**src/rtl/current_regulated_pwm_duty_step_assert.svh**
```systemverilog
// Assertion macros used by the duty stepper core module.
`ifndef CURRENT_REGULATED_PWM_DUTY_STEP_ASSERT_SVH
`define CURRENT_REGULATED_PWM_DUTY_STEP_ASSERT_SVH

// Same-cycle implication, checked outside reset.
`define CRPD_ASSERT_IMP(label, clk, rst_n, ante, cons, msg) \
    label: assert property (@(posedge clk) disable iff (!rst_n) (ante) |-> (cons)) \
        else $error(msg);

// Next-cycle implication, checked outside reset.
`define CRPD_ASSERT_NXT(label, clk, rst_n, ante, cons, msg) \
    label: assert property (@(posedge clk) disable iff (!rst_n) (ante) |=> (cons)) \
        else $error(msg);

`endif

```
**src/rtl/crpd_pkg.sv**
```systemverilog
// Types and constants of the current-regulated PWM duty stepper.
package crpd_pkg;

    localparam int NumLevels = 8;
    localparam int SelW      = $clog2(NumLevels);
    localparam int LevelW    = 4;
    localparam int AdcW      = 10;
    localparam int SetpointW = 10;
    localparam int DutyW     = 8;

    localparam logic [DutyW-1:0] PwmFloor       = 8'd20;
    localparam logic [DutyW-1:0] PwmCeil        = 8'd200;
    localparam logic [AdcW-1:0]  LowSupplyLimit = 10'h288;
    localparam logic [3:0]       RatioNum       = 4'd15;
    localparam logic [1:0]       DeadBand       = 2'd2;

    typedef enum logic [0:0] {
        OP_TICK   = 1'b0,
        OP_DISARM = 1'b1
    } op_t;

    typedef struct packed {
        op_t                 opcode;
        logic [LevelW-1:0]   level_index;
        logic [AdcW-1:0]     out_current;
        logic [AdcW-1:0]     in_current;
        logic [AdcW-1:0]     supply_sense_a;
        logic [AdcW-1:0]     supply_sense_b;
    } item_t;

    typedef struct packed {
        logic [DutyW-1:0] duty;
        logic             output_enabled;
    } result_t;

    typedef logic [NumLevels-1:0][SetpointW-1:0] setpoint_arr_t;

endpackage

```
**src/rtl/current_regulated_pwm_duty_step.sv**
```systemverilog
// Top level of the current-regulated PWM duty stepper.
//
//  channel  dir  handshake           payload
//  s_       in   s_tvalid/s_tready   s_tuser opcode, s_tdata level and ADC samples
//  m_       out  m_tvalid/m_tready   m_tdata duty, output_enabled
//  cfg_     in   cfg_we              cfg_index, cfg_data (setpoint per level)
//
// One request per cycle while m_tready is high; each request yields one result via
// the input register, then the result register. The duty, armed and drive state
// is updated as a request moves from the input register into the result register.
// When m_tready is low both registers fill and s_tready drops; no request is lost.
// Reset sets the duty to its floor, disarms, turns the drive off, clears setpoints.
module current_regulated_pwm_duty_step (
    input  logic                           clk,
    input  logic                           rst_n,
    input  logic                           s_tvalid,
    output logic                           s_tready,
    input  logic [47:0]                    s_tdata,   // level_index, out_current,
                                                      // in_current, supply_sense_a,
                                                      // supply_sense_b, zero fill
    input  logic [0:0]                     s_tuser,   // opcode
    output logic                           m_tvalid,
    input  logic                           m_tready,
    output logic [15:0]                    m_tdata,   // duty, output_enabled, zero fill
    input  logic                           cfg_we,
    input  logic [crpd_pkg::SelW-1:0]      cfg_index,
    input  logic [crpd_pkg::SetpointW-1:0] cfg_data
);
    import crpd_pkg::*;

    logic          in_valid_reg;
    item_t         in_item_reg;
    logic          out_valid_reg;
    result_t       out_result_reg;
    logic          advance;
    result_t       step_result;
    setpoint_arr_t setpoints;

    // The input register moves on whenever the result register is free or drains.
    assign advance  = in_valid_reg && (!out_valid_reg || m_tready);
    assign s_tready = !in_valid_reg || advance;

    always_ff @(posedge clk or negedge rst_n)
    begin
        if (!rst_n)
        begin
            in_valid_reg  <= 1'b0;
            out_valid_reg <= 1'b0;
        end
        else
        begin
            if (s_tready)
            begin
                in_valid_reg <= s_tvalid;
            end
            if (advance)
            begin
                out_valid_reg <= 1'b1;
            end
            else if (m_tready)
            begin
                out_valid_reg <= 1'b0;
            end
        end
    end

    always_ff @(posedge clk)
    begin
        if (s_tready && s_tvalid)
        begin
            in_item_reg.opcode         <= op_t'(s_tuser[0]);
            in_item_reg.level_index    <= s_tdata[3:0];
            in_item_reg.out_current    <= s_tdata[13:4];
            in_item_reg.in_current     <= s_tdata[23:14];
            in_item_reg.supply_sense_a <= s_tdata[33:24];
            in_item_reg.supply_sense_b <= s_tdata[43:34];
        end
        if (advance)
        begin
            out_result_reg <= step_result;
        end
    end

    crpd_cfg_regs u_cfg_regs (
        .clk       (clk),
        .rst_n     (rst_n),
        .cfg_we    (cfg_we),
        .cfg_index (cfg_index),
        .cfg_data  (cfg_data),
        .setpoints (setpoints)
    );

    crpd_step_core u_step_core (
        .clk       (clk),
        .rst_n     (rst_n),
        .step_en   (advance),
        .item      (in_item_reg),
        .setpoints (setpoints),
        .result    (step_result)
    );

    assign m_tvalid = out_valid_reg;
    assign m_tdata  = {7'b0, out_result_reg.output_enabled, out_result_reg.duty};

endmodule

```
**src/rtl/crpd_cfg_regs.sv**
```systemverilog
// Setpoint register file, one current target for each power level.
module crpd_cfg_regs (
    input  logic                              clk,
    input  logic                              rst_n,
    input  logic                              cfg_we,
    input  logic [crpd_pkg::SelW-1:0]         cfg_index,
    input  logic [crpd_pkg::SetpointW-1:0]    cfg_data,
    output crpd_pkg::setpoint_arr_t           setpoints
);
    import crpd_pkg::*;

    setpoint_arr_t setpoint_reg;

    always_ff @(posedge clk or negedge rst_n)
    begin
        if (!rst_n)
        begin
            setpoint_reg <= '0;
        end
        else if (cfg_we)
        begin
            setpoint_reg[cfg_index] <= cfg_data;
        end
    end

    assign setpoints = setpoint_reg;

endmodule

```
**src/rtl/crpd_step_core.sv**
```systemverilog
// Duty state and the one-step regulation logic for a single request.
`include "current_regulated_pwm_duty_step_assert.svh"

module crpd_step_core (
    input  logic                    clk,
    input  logic                    rst_n,
    input  logic                    step_en,
    input  crpd_pkg::item_t         item,
    input  crpd_pkg::setpoint_arr_t setpoints,
    output crpd_pkg::result_t       result
);
    import crpd_pkg::*;

    logic [DutyW-1:0]     duty_value_reg;
    logic [DutyW-1:0]     duty_value_next;
    logic                 armed_reg;
    logic                 armed_next;
    logic                 drive_on_reg;
    logic                 drive_on_next;

    logic                 low_supply;
    logic [LevelW-1:0]    eff_level;
    logic [SetpointW-1:0] sp;
    logic [13:0]          ratio_lhs;
    logic [13:0]          ratio_rhs;
    logic                 ratio_trip;
    logic                 below_band;
    logic                 above_band;
    logic [DutyW-1:0]     duty_step;

    always_comb
    begin
        low_supply = (item.supply_sense_a <= LowSupplyLimit)
                  || (item.supply_sense_b <= LowSupplyLimit);

        // A low supply halves any nonzero level but never turns it off.
        eff_level = item.level_index;
        if (item.level_index != '0 && low_supply)
        begin
            eff_level = item.level_index >> 1;
            if (eff_level == '0)
            begin
                eff_level = LevelW'(1);
            end
        end

        sp = '0;
        if (eff_level != '0 && eff_level <= LevelW'(NumLevels))
        begin
            sp = setpoints[SelW'(eff_level - LevelW'(1))];
        end

        // Output at or above 3.75 times a nonzero input: out*4 >= 15*in.
        ratio_lhs  = {2'b00, item.out_current, 2'b00};
        ratio_rhs  = {4'b0000, item.in_current} * {10'b0, RatioNum};
        ratio_trip = (item.in_current != '0) && (ratio_lhs >= ratio_rhs);

        // Lower band edge may go negative for small setpoints.
        below_band = $signed({2'b00, item.out_current})
                   < ($signed({2'b00, sp}) - $signed({10'b0, DeadBand}));
        above_band = {1'b0, item.out_current} > ({1'b0, sp} + {9'b0, DeadBand});

        if (!armed_reg || ratio_trip)
        begin
            duty_step = duty_value_reg - DutyW'(1);
        end
        else if (below_band)
        begin
            duty_step = duty_value_reg + DutyW'(1);
        end
        else if (above_band)
        begin
            duty_step = duty_value_reg - DutyW'(1);
        end
        else
        begin
            duty_step = duty_value_reg;
        end

        duty_value_next = duty_value_reg;
        armed_next      = armed_reg;
        drive_on_next   = drive_on_reg;

        unique case (item.opcode)
            OP_DISARM:
            begin
                if (drive_on_reg)
                begin
                    armed_next = 1'b0;
                end
            end
            OP_TICK:
            begin
                if (eff_level == '0)
                begin
                    duty_value_next = PwmFloor;
                    drive_on_next   = 1'b0;
                end
                else
                begin
                    priority if (duty_step < PwmFloor)
                    begin
                        duty_value_next = PwmFloor;
                    end
                    else if (duty_step > PwmCeil)
                    begin
                        duty_value_next = PwmCeil;
                    end
                    else
                    begin
                        duty_value_next = duty_step;
                    end
                    armed_next    = 1'b1;
                    drive_on_next = 1'b1;
                end
            end
            default:
            begin
                duty_value_next = duty_value_reg;
            end
        endcase
    end

    always_ff @(posedge clk or negedge rst_n)
    begin
        if (!rst_n)
        begin
            duty_value_reg <= PwmFloor;
            armed_reg      <= 1'b0;
            drive_on_reg   <= 1'b0;
        end
        else if (step_en)
        begin
            duty_value_reg <= duty_value_next;
            armed_reg      <= armed_next;
            drive_on_reg   <= drive_on_next;
        end
    end

    assign result.duty           = duty_value_next;
    assign result.output_enabled = drive_on_next;

    `CRPD_ASSERT_IMP(a_duty_in_range, clk, rst_n, 1'b1, duty_value_reg >= PwmFloor && duty_value_reg <= PwmCeil, "duty left its range")
    `CRPD_ASSERT_NXT(a_disarm_clears, clk, rst_n, step_en && item.opcode == OP_DISARM && drive_on_reg, !armed_reg, "disarm with drive on did not clear armed")
    `CRPD_ASSERT_NXT(a_disarm_keeps_duty, clk, rst_n, step_en && item.opcode == OP_DISARM, $stable(duty_value_reg) && $stable(drive_on_reg), "disarm changed duty or drive")
    `CRPD_ASSERT_NXT(a_off_to_floor, clk, rst_n, step_en && item.opcode == OP_TICK && eff_level == '0, duty_value_reg == PwmFloor && !drive_on_reg, "level zero did not switch off")

endmodule
```
**config.mk**
```make
export PLATFORM = sky130hd
export DESIGN_NAME = current_regulated_pwm_duty_step
export DESIGN_NICKNAME = d
export VERILOG_FILES = /design/src/rtl/crpd_pkg.sv /design/src/rtl/current_regulated_pwm_duty_step.sv /design/src/rtl/crpd_cfg_regs.sv /design/src/rtl/crpd_step_core.sv
export VERILOG_INCLUDE_DIRS = /design/src /design/src/rtl
export SDC_FILE = /design/constraint.sdc
export NUM_CORES = 1
export LEC_CHECK = 0
export BUFFER_PORTS_ARGS = -buffer_cell sky130_fd_sc_hd__buf_2
export CAP_MARGIN = 25
export CORE_MARGIN = 4
export CORE_UTILIZATION = 45
export CTS_CLUSTER_DIAMETER = 30
export DETAILED_ROUTE_END_ITERATION = 7
export SYNTH_ARGS = -nofsm -noshare
export SYNTH_HDL_FRONTEND = slang
export SYNTH_HIERARCHICAL = 1
export SYNTH_SLANG_ARGS = --single-unit
```
**constraint.sdc**
```tcl
create_clock -name clk -period 8.4 [get_ports clk]
set_clock_uncertainty 0.2 [all_clocks]
set_input_delay 2.52 -clock clk [delete_from_list [all_inputs] [get_ports clk]]
set_output_delay 2.52 -clock clk [all_outputs]
set_load 0.01 [all_outputs]
```
After elaboration in Yosys (flattened, before gate mapping):

Index checks and enable logic that the tools add are counted.

* input port bits: 67
* logic and storage cells: 83
* output and inout port bits: 18
* bits in registers: 146

* $mul: 1
* add/sub/neg operators: 5
* $lt $le $gt $ge: 11
* reduce and logical (&&, ||, !) cells: 20
* eq/ne operators: 2
* muxes and demuxes: 22
* bitwise gates (word level): 1

Operators by type and width (count)
* bitwise mux 80 bit: 1
* two-way mux 8 bit: 7
* binary-select mux 10 bit (select 3 bit): 1
* demux 10 bit (select 3 bit): 1
* two-way mux 10 bit: 3
* less-or-equal comparator 10 bit (second input constant): 2
* greater-or-equal comparator 12 x 14 -> 1 bit: 1
* multiplier 10 x 4 -> 14 bit (second input constant): 1
* < comparator 11 x 12 -> 1 bit: 1
* adder 10 x 2 -> 11 bit (second input constant): 1
* greater-than comparator 10 x 11 -> 1 bit: 1
* subtractor 10 x 2 -> 11 bit (second input constant): 1
* nonzero test 10 bit: 1
* adder 8 x 1 -> 8 bit (second input constant): 1
* greater-than comparator 8 bit (second input constant): 1
* zero test 4 bit: 2
* < comparator 3 x 4 -> 1 bit (second input constant): 2
* < comparator 8 x 5 -> 1 bit (second input constant): 1
* nonzero test 4 bit: 2
* subtractor 8 x 1 -> 8 bit (second input constant): 1
* logical AND 1 bit: 6
* two-way mux 1 bit: 6
* less-or-equal comparator 4 bit (second input constant): 1
* logical OR 1 bit: 4
* other kinds (11): 13

Depth between registers and ports, before layout:

Gate-level depths: netlist (run 1).

* depth in word-level cells: 18
* depth in mapped cells: 31

Hierarchy:

Netlist (run 1), hierarchy kept.

By module, submodules not included
* crpd_step_core: cells an instance 447, area each 3962.6 um2, times used 1, sequential area each 252.7 um2
* crpd_cfg_regs: cells an instance 175, area each 3163.0 um2, times used 1, sequential area each 2001.9 um2
* current_regulated_pwm_duty_step: cells an instance 70, area each 1781.7 um2, times used 1, sequential area each 1671.6 um2

Worst setup path before layout (run 1):

OpenSTA, ideal clock, no wires.

* kind: register -> register
* start: register in_item_reg[0] (netlist name)
* end: register out_result_reg, in the netlist m_tdata[2] (data pin)
* data required time: 7933 ps
* period minus slack after synthesis: 7261 ps
* slack: 1139 ps
* cell stages (with the launch flop): 28
* library setup time: 267 ps
* path buffers: 4
* arrival: 6794 ps
* path through: edfxtp_1 -> or4b_1 -> a311o_1 -> and3_1 -> a221oi_4 -> buf_6 -> buf_6 -> ha_1 -> clkbuf_1 -> clkbuf_1 -> mux4_2 -> nor2_1 -> inv_1 -> ha_1 -> nor3b_1 -> nor3b_1 -> nor2b_1 -> xnor2_1 -> ha_1 -> a21o_1 -> a31oi_1 -> o21ai_0 -> o221a_1 -> nor4_4 -> nand3_1 -> a31o_1 -> a211o_1 -> a21boi_1

RTL lines
* start, declared: RTL line current_regulated_pwm_duty_step.sv:32 `item_t in_item_reg;`
* end signal, assigned: RTL line current_regulated_pwm_duty_step.sv:80 `out_result_reg <= step_result;`
* end, declared: RTL line current_regulated_pwm_duty_step.sv:34 `result_t out_result_reg;`

==> key figures, run 1 <==
Logic synthesis
  • Synth area leaders: dfrtp_1 25%, edfxtp_1 18%, ha_1 8.0%
  • Total number of yosys warnings: 6
  • Post-synth EDFFs: 54
  • Post-synthesis cell type count: 84
  • Top-count cell post-synth: dfrtp_1
  • FFs w/ async S/R, synth: 0.630
  • Commonest cells post-synth: 90 x dfrtp_1, 57 x ha_1, 54 x edfxtp_1, 52 x mux2_2, 41 x nand2_1
  • Post-synth top area cell: dfrtp_1
  • Synth top area share: 0.253
  • Register area share after synthesis: 0.441
  • Most used DFF post-synth: dfrtp_1
  • Synth Cell Area: 0.00891 mm²
  • Register bit total from synthesis: 146
  • Syn Area/Cell: 12.9 µm²
  • Cells after Synth: 692

Die
  • Core area: 0.0195 mm²
  • Die ar.: 0.0221 mm²
  • Num ports: 85
  • Chip Width: 149 µm
  • # rows: 51
  • Die H: 149 µm
  • Initial Util: 0.458

Timing
  • Setup violators final: 0
  • Actual slew at the worst max-slew pin: 1000 ps
  • FMAX: 131 MHz
  • Hold Vio Cnt, Final: 0
  • Final Max Tran Viols: 0
  • TNS Setup: 0 ps
  • Max_slew headroom: 0.329
  • Unrepaired setup endpoints after global routing: false
  • Min cycle time layout: 7610 ps
  • Tcrit/Tclk final: 0.906
  • Final WS setup: 793 ps

Global route
  • Largest net degree at the start of global routing: 82
  • Tot GR Track Use: 0.184
  • Overflow after GRT: 0
  • First-pass GRT wire length: 32000 µm
  • Initial antenna violation count: 0
  • Vias in the first global route: 6208

Detailed routing
  • First drt pass iteration count: 5
  • DRT iter0 DRCs: 331
  • DR vias/cell: 5.54
  • Routed Antenna Nets: 0
  • Routed len/inst: 18.6 µm
  • Via count: 5816
  • DRT Wirelength: 19500 µm
  • Residual DRC: 0

Finish
  • Max reg flops: 80
  • P&R area growth vs syn: 14.0%
  • Final Instance Area: 0.0102 mm²
  • Antenna fix cells: 0
  • Nets: 912
  • Layout filler cell count: 1650
  • Ratio of cells with drive above 1 in the final layout: 0.295

Setup path
  • Worst Setup End Kind: register
  • Worst EP arrival: 7560 ps
  • FF-to-FF path depth: 28
  • Crit Path Max Fanout: 21
  • Top cell by count, worst path: o21a_1
  • Crit path largest cell delay: 540 ps
  • Setup CP Type: reg2reg
  • Startpoint types: register
  • Worst path slowest cell: mux4_2
  • Worst Path Required: 8350 ps

Pwr
  • Static Leak: 4.38 nW
  • Pwr/cell area: 281 mW/mm²
  • VDD IR max: 0.146 mV

Placed design
  • GPL Wtd Cong: 0.846
  • Port bufs: 73
  • Place WS: 785 ps
  • DP Area: 0.00950 mm²
  • Placed wire-length estimate: 13900 µm

Clocking
  • Reg clk slew, reported paths: 60 ps
  • Clk sinks: 146
  • H-tree levels: 4
  • CTS tree: yes
  • TritonCTS Buffers: 17
  • Clock tree buffer depth: 2
  • Postcts setup bufs: 0
  • Root buffer cell: clkbuf_16
  • Post-CTS Hold Fix Bufs: 0
  • Worst-skew pair later-pin latency: 430 ps
  • Post-CTS sizing: 0

Hold path
  • Worst min path class: reg2reg
  • Hold depth: 1

Flow run
  • Max cap viols: 0

Outcome
  • Status: complete, no violations
## final timing paths
| kind | startpoint | end | slack, ps |
|---|---|---|---|
| worst max-delay path | in_item_reg[0] | m_tdata[2] | 790 |
| worst min-delay path | u_cfg_regs/setpoints[64] | u_cfg_regs/setpoints[64] | 300 |
| worst max register to register | in_item_reg[0] | m_tdata[2] | 790 |
| worst min register to register | u_cfg_regs/setpoints[64] | u_cfg_regs/setpoints[64] | 300 |
| max in group asynchronous | rst_n | u_cfg_regs/setpoints[32] | 5460 |
| min in group asynchronous | rst_n | in_valid_reg | 1730 |
## through the flow
step | cells | power (mW) | hold slack, ps | util
2_1_floorplan | 698 | 1.80 | 270 | -
3_3_place_gp | 1016 | 2.00 | 279 | 0.488
3_5_place_dp | 1016 | 2.05 | 288 | 0.488
4_1_cts | 1048 | 2.87 | 307 | 0.520
5_1_grt | 1049 | 3.05 | 323 | 0.522
6_report | 1049 | 2.85 | 302 | 0.522
## where the power goes
part / internal, mW / switching (mW)
registers: 0.883 / 0.0894
clock network: 0.475 / 0.328
logic: 0.511 / 0.564
## layer usage
metal	GRT usage	wire length (µm)
met3	0.0384	897
met5	0	0
met2	0.316	9720
met1	0.235	8610
met4	0.0540	303
## critical path, delay by kind of cell (launching register included)
kind	cells	cell delay [ps]
buffers and inverters	3	390
AOI/OAI and AO/OA	13	3000
and+or+nand+nor	6	1770
xor gates and xnor gates	1	130
adders and majority gates	3	860
DFF	1	350
muxes	2	640
## cell usage in the layout, fill, tap and decap left out, types with 7 or more instances in the layout
cell type and instances:
dfrtp_1 90, a21o_1 7, o21ai_0 21, mux4_2 16
buf_4 8, nand2b_1 8, mux2i_1 11, mux2_4 30
edfxtp_1 54, a21oi_1 31, buf_2 72, fa_1 17
xor2_1 11, nand3_1 11, o21a_1 7, mux2_2 52
xnor2_1 15, inv_1 34, clkbuf_16 18, or3_1 8
ha_1 57, nor2b_1 7, nor2_1 16, conb_1 7
nand2_1 41, nor3_1 13
## cell families (layout without fill, tap and decap cells)
| logic type | count (synthesis) | after routing | share of synthesized area |
|---|---|---|---|
| compound gates | 119 | 119 | 0.0978 |
| fa+ha+maj | 74 | 74 | 0.118 |
| mux | 113 | 113 | 0.181 |
| flops | 146 | 146 | 0.441 |
| buf+inv | 61 | 147 | 0.0358 |
| xor+xnor | 27 | 27 | 0.0274 |
| other cells | 1 | 7 | 0.000421 |
| simple gates | 151 | 151 | 0.0986 |
## layout make-up
| class | count | area (µm²) | area share |
|---|---|---|---|
| inverters | 34 | 128 | 0.0126 |
| repair buffers | 81 | 448 | 0.0441 |
| clock buffers | 19 | 464 | 0.0457 |
| well taps | 265 | 332 | 0.0327 |
| clock inverters | 13 | 164 | 0.0161 |
| flip-flops and latches | 146 | 3930 | 0.387 |
| multi-input cells | 491 | 4690 | 0.462 |
Power figures use the tool's default switching activity.
==> inputs of run 2 (changes only) <==
--- a/config.mk
+++ b/config.mk
@@ -6,12 +6,12 @@
 export SDC_FILE = /design/constraint.sdc
 export NUM_CORES = 1
 export LEC_CHECK = 0
-export BUFFER_PORTS_ARGS = -buffer_cell sky130_fd_sc_hd__buf_2
 export CAP_MARGIN = 25
 export CORE_MARGIN = 4
 export CORE_UTILIZATION = 45
 export CTS_CLUSTER_DIAMETER = 30
 export DETAILED_ROUTE_END_ITERATION = 7
+export DONT_BUFFER_PORTS = 1
 export SYNTH_ARGS = -nofsm -noshare
 export SYNTH_HDL_FRONTEND = slang
 export SYNTH_HIERARCHICAL = 1
==> constraint.sdc (replaced) <==
create_clock -name clk -period 9.6 [get_ports clk]
set_clock_uncertainty 0.2 [all_clocks]
set_input_delay 2.88 -clock clk [delete_from_list [all_inputs] [get_ports clk]]
set_output_delay 2.88 -clock clk [all_outputs]
set_load 0.01 [all_outputs]
==> run 2 against run 1 <==
Against the previous run:
- first-iteration DRC count up 7.9%
- design area down 4.5%
- largest power group unchanged
- critical path depth unchanged
- critical path type unchanged
- setup slack better by 600 ps
- global-route usage down 0.72 points
- wire length down 5.5%
- highest routed layer unchanged
- largest cell class unchanged
- register-to-register slack better by 600 ps
==> key figures, run 2 (synthesis gave the netlist of run 1 again) <==
Outcome
  • Status: complete, no violations

Global route
  • Initial antenna violation count: 0 (unchanged)
  • Largest net degree at the start of global routing: 93 (+13%)
  • Overflow after GRT: 0 (unchanged)
  • First-pass GRT wire length: 30300 µm (-5.2%)
  • Tot GR Track Use: 0.176 (-0.00723)
  • Vias in the first global route: 5795 (-6.7%)

Setup path
  • FF-to-FF path depth: 28 (unchanged)
  • Worst Path Required: 9640 ps (+1290 ps)
  • Worst Setup End Kind: register
  • Worst EP arrival: 8250 ps (+690 ps)
  • Crit Path Max Fanout: 24 (+14%)
  • Worst Setup SP: in_item_reg[0]
  • Top cell by count, worst path: o21a_1
  • Worst path slowest cell: xnor2_2
  • Reg2reg end: m_tdata[1]
  • Crit path largest cell delay: 800 ps (+260 ps)
  • Startpoint types: register
  • Reg2reg start: in_item_reg[0]
  • R2r setup slk: 1390 ps (+600 ps)
  • Setup CP Type: reg2reg

Timing
  • Min cycle time layout: 8210 ps (+601 ps)
  • FMAX: 122 MHz (-7.3%)
  • Unrepaired setup endpoints after global routing: false
  • Setup violators final: 0 (unchanged)
  • Final Max Tran Viols: 0 (unchanged)
  • Tcrit/Tclk final: 0.855 (-0.0506)
  • Hold Vio Cnt, Final: 0 (unchanged)
  • Actual slew at the worst max-slew pin: 1040 ps (+34.4 ps)
  • Max_slew headroom: 0.306 (-0.0231)
  • TNS Setup: 0 ps (unchanged)

Clocking
  • Worst-skew pair later-pin latency: 420 ps (about the same)
  • Reg clk slew, reported paths: 60 ps (about the same)
  • Clock tree buffer depth: 2 (unchanged)
  • Post-CTS Hold Fix Bufs: 0 (unchanged)
  • CTS tree: yes
  • Clk sinks: 146 (unchanged)
  • Postcts setup bufs: 0 (unchanged)
  • Root buffer cell: clkbuf_16
  • Post-CTS sizing: 0 (unchanged)
  • H-tree levels: 4 (unchanged)
  • TritonCTS Buffers: 17 (unchanged)

Detailed routing
  • Residual DRC: 0 (unchanged)
  • DRT iter0 DRCs: 357 (+7.9%)
  • Routed Antenna Nets: 0 (unchanged)
  • Via count: 5451 (-6.3%)
  • DRT Wirelength: 18400 µm (-5.5%)
  • Routed len/inst: 19.0 µm (+2.0%)
  • First drt pass iteration count: 5 (unchanged)
  • DR vias/cell: 5.61 (+1.3%)

Placed design
  • GPL Wtd Cong: 0.865 (+2.2%)
  • Port bufs: 0 (-100%)
  • Placed wire-length estimate: 13200 µm (-5.2%)
  • Placed Cells: 939 (-7.6%)

Die
  • Num ports: 85 (unchanged)
  • # rows: 51 (unchanged)
  • Die H: 149 µm (unchanged)
  • Chip Width: 149 µm (unchanged)
  • Core area: 0.0195 mm² (unchanged)
  • Initial Util: 0.458 (unchanged)
  • Die ar.: 0.0221 mm² (unchanged)

Finish
  • Antenna fix cells: 0 (unchanged)
  • Max reg flops: 80 (unchanged)
  • Ratio of cells with drive above 1 in the final layout: 0.212 (-0.0822)
  • Fin cells: 971 (-7.4%)
  • Layout filler cell count: 1693 (+2.6%)
  • Most frequent cells in the layout: 90 x dfrtp_1, 57 x ha_1, 54 x edfxtp_1
  • P&R area growth vs syn: 8.92%
  • Most common cell after layout, fill and taps aside: dfrtp_1
  • Nets: 834 (-8.6%)

Hold path
  • Worst min path class: reg2reg
  • Hold depth: 1 (unchanged)
  • Worst Hold Launch: u_cfg_regs/setpoints[37]
  • Worst hold endpoint: u_cfg_regs/setpoints[37]

Pwr
  • Static Leak: 4.04 nW (-7.7%)
  • VDD IR max: 0.127 mV (-13%)
  • Pwr/cell area: 249 mW/mm² (-11%)

Flow run
  • Max cap viols: 0 (unchanged)
==> run 2: metal layers <==
metal / global-route usage / routed length, µm / vias to the layer above
li1: - / - / 2574
met1: 0.222 / 7980 / 2714
met2: 0.294 / 8950 / 138
met3: 0.0472 / 1030 / 25
met4: 0.0647 / 489 / 0
met5: 0 / 0 / -
==> run 2: stage by stage <==
| stage | setup WS, ps | power, mW | util | instance area (µm²) | hold slack (ps) |
|---|---|---|---|---|---|
| 6_report | 1390 | 2.42 | 0.498 | 9700 | 301 |
| 5_1_grt | 786 | 2.59 | 0.498 | 9700 | 313 |
| 4_1_cts | 1430 | 2.43 | 0.498 | 9700 | 304 |
| 3_5_place_dp | 1450 | 1.75 | 0.468 | 9100 | 290 |
| 3_3_place_gp | 1630 | 1.72 | 0.468 | 9100 | 280 |
| 2_1_floorplan | 2340 | 1.57 | - | 8930 | 270 |
==> run 2: cell type report <==
cell class | count | area [µm²] | share of cell area
tap | 265 | 332 | 0.0342
clock buffer | 23 | 483 | 0.0498
multi-input combinational | 491 | 4690 | 0.484
inverter | 34 | 128 | 0.0132
timing repair buffer | 3 | 22.5 | 0.00232
sequential | 146 | 3930 | 0.405
clock inverter | 9 | 118 | 0.0121
==> run 2: report_power, final <==
part	total [mW]	internal [mW]	switching (mW)
Sequential	0.855	0.773	0.0817
Clock	0.673	0.412	0.262
Combinational	0.890	0.429	0.461
==> run 2: worst max-delay path, delay by kind of cell (launching register included) <==
| kind | cells | cell delay (ps) |
|---|---|---|
| compound gates | 15 | 3250 |
| simple gates | 4 | 1350 |
| fa+ha+maj | 3 | 890 |
| xor+xnor | 1 | 800 |
| mux | 2 | 730 |
| buf+inv | 3 | 420 |
| flops | 1 | 350 |
==> run 2: worst max-delay path by stage <==
stage | slack, ps | end
global placement | 1630 | m_tdata[1]
detailed placement | 1450 | m_tdata[1]
CTS | 1430 | m_tdata[1]
floorplan | 2340 | m_tdata[2]
finish | 1390 | m_tdata[1]
global route | 790 | m_tdata[1]
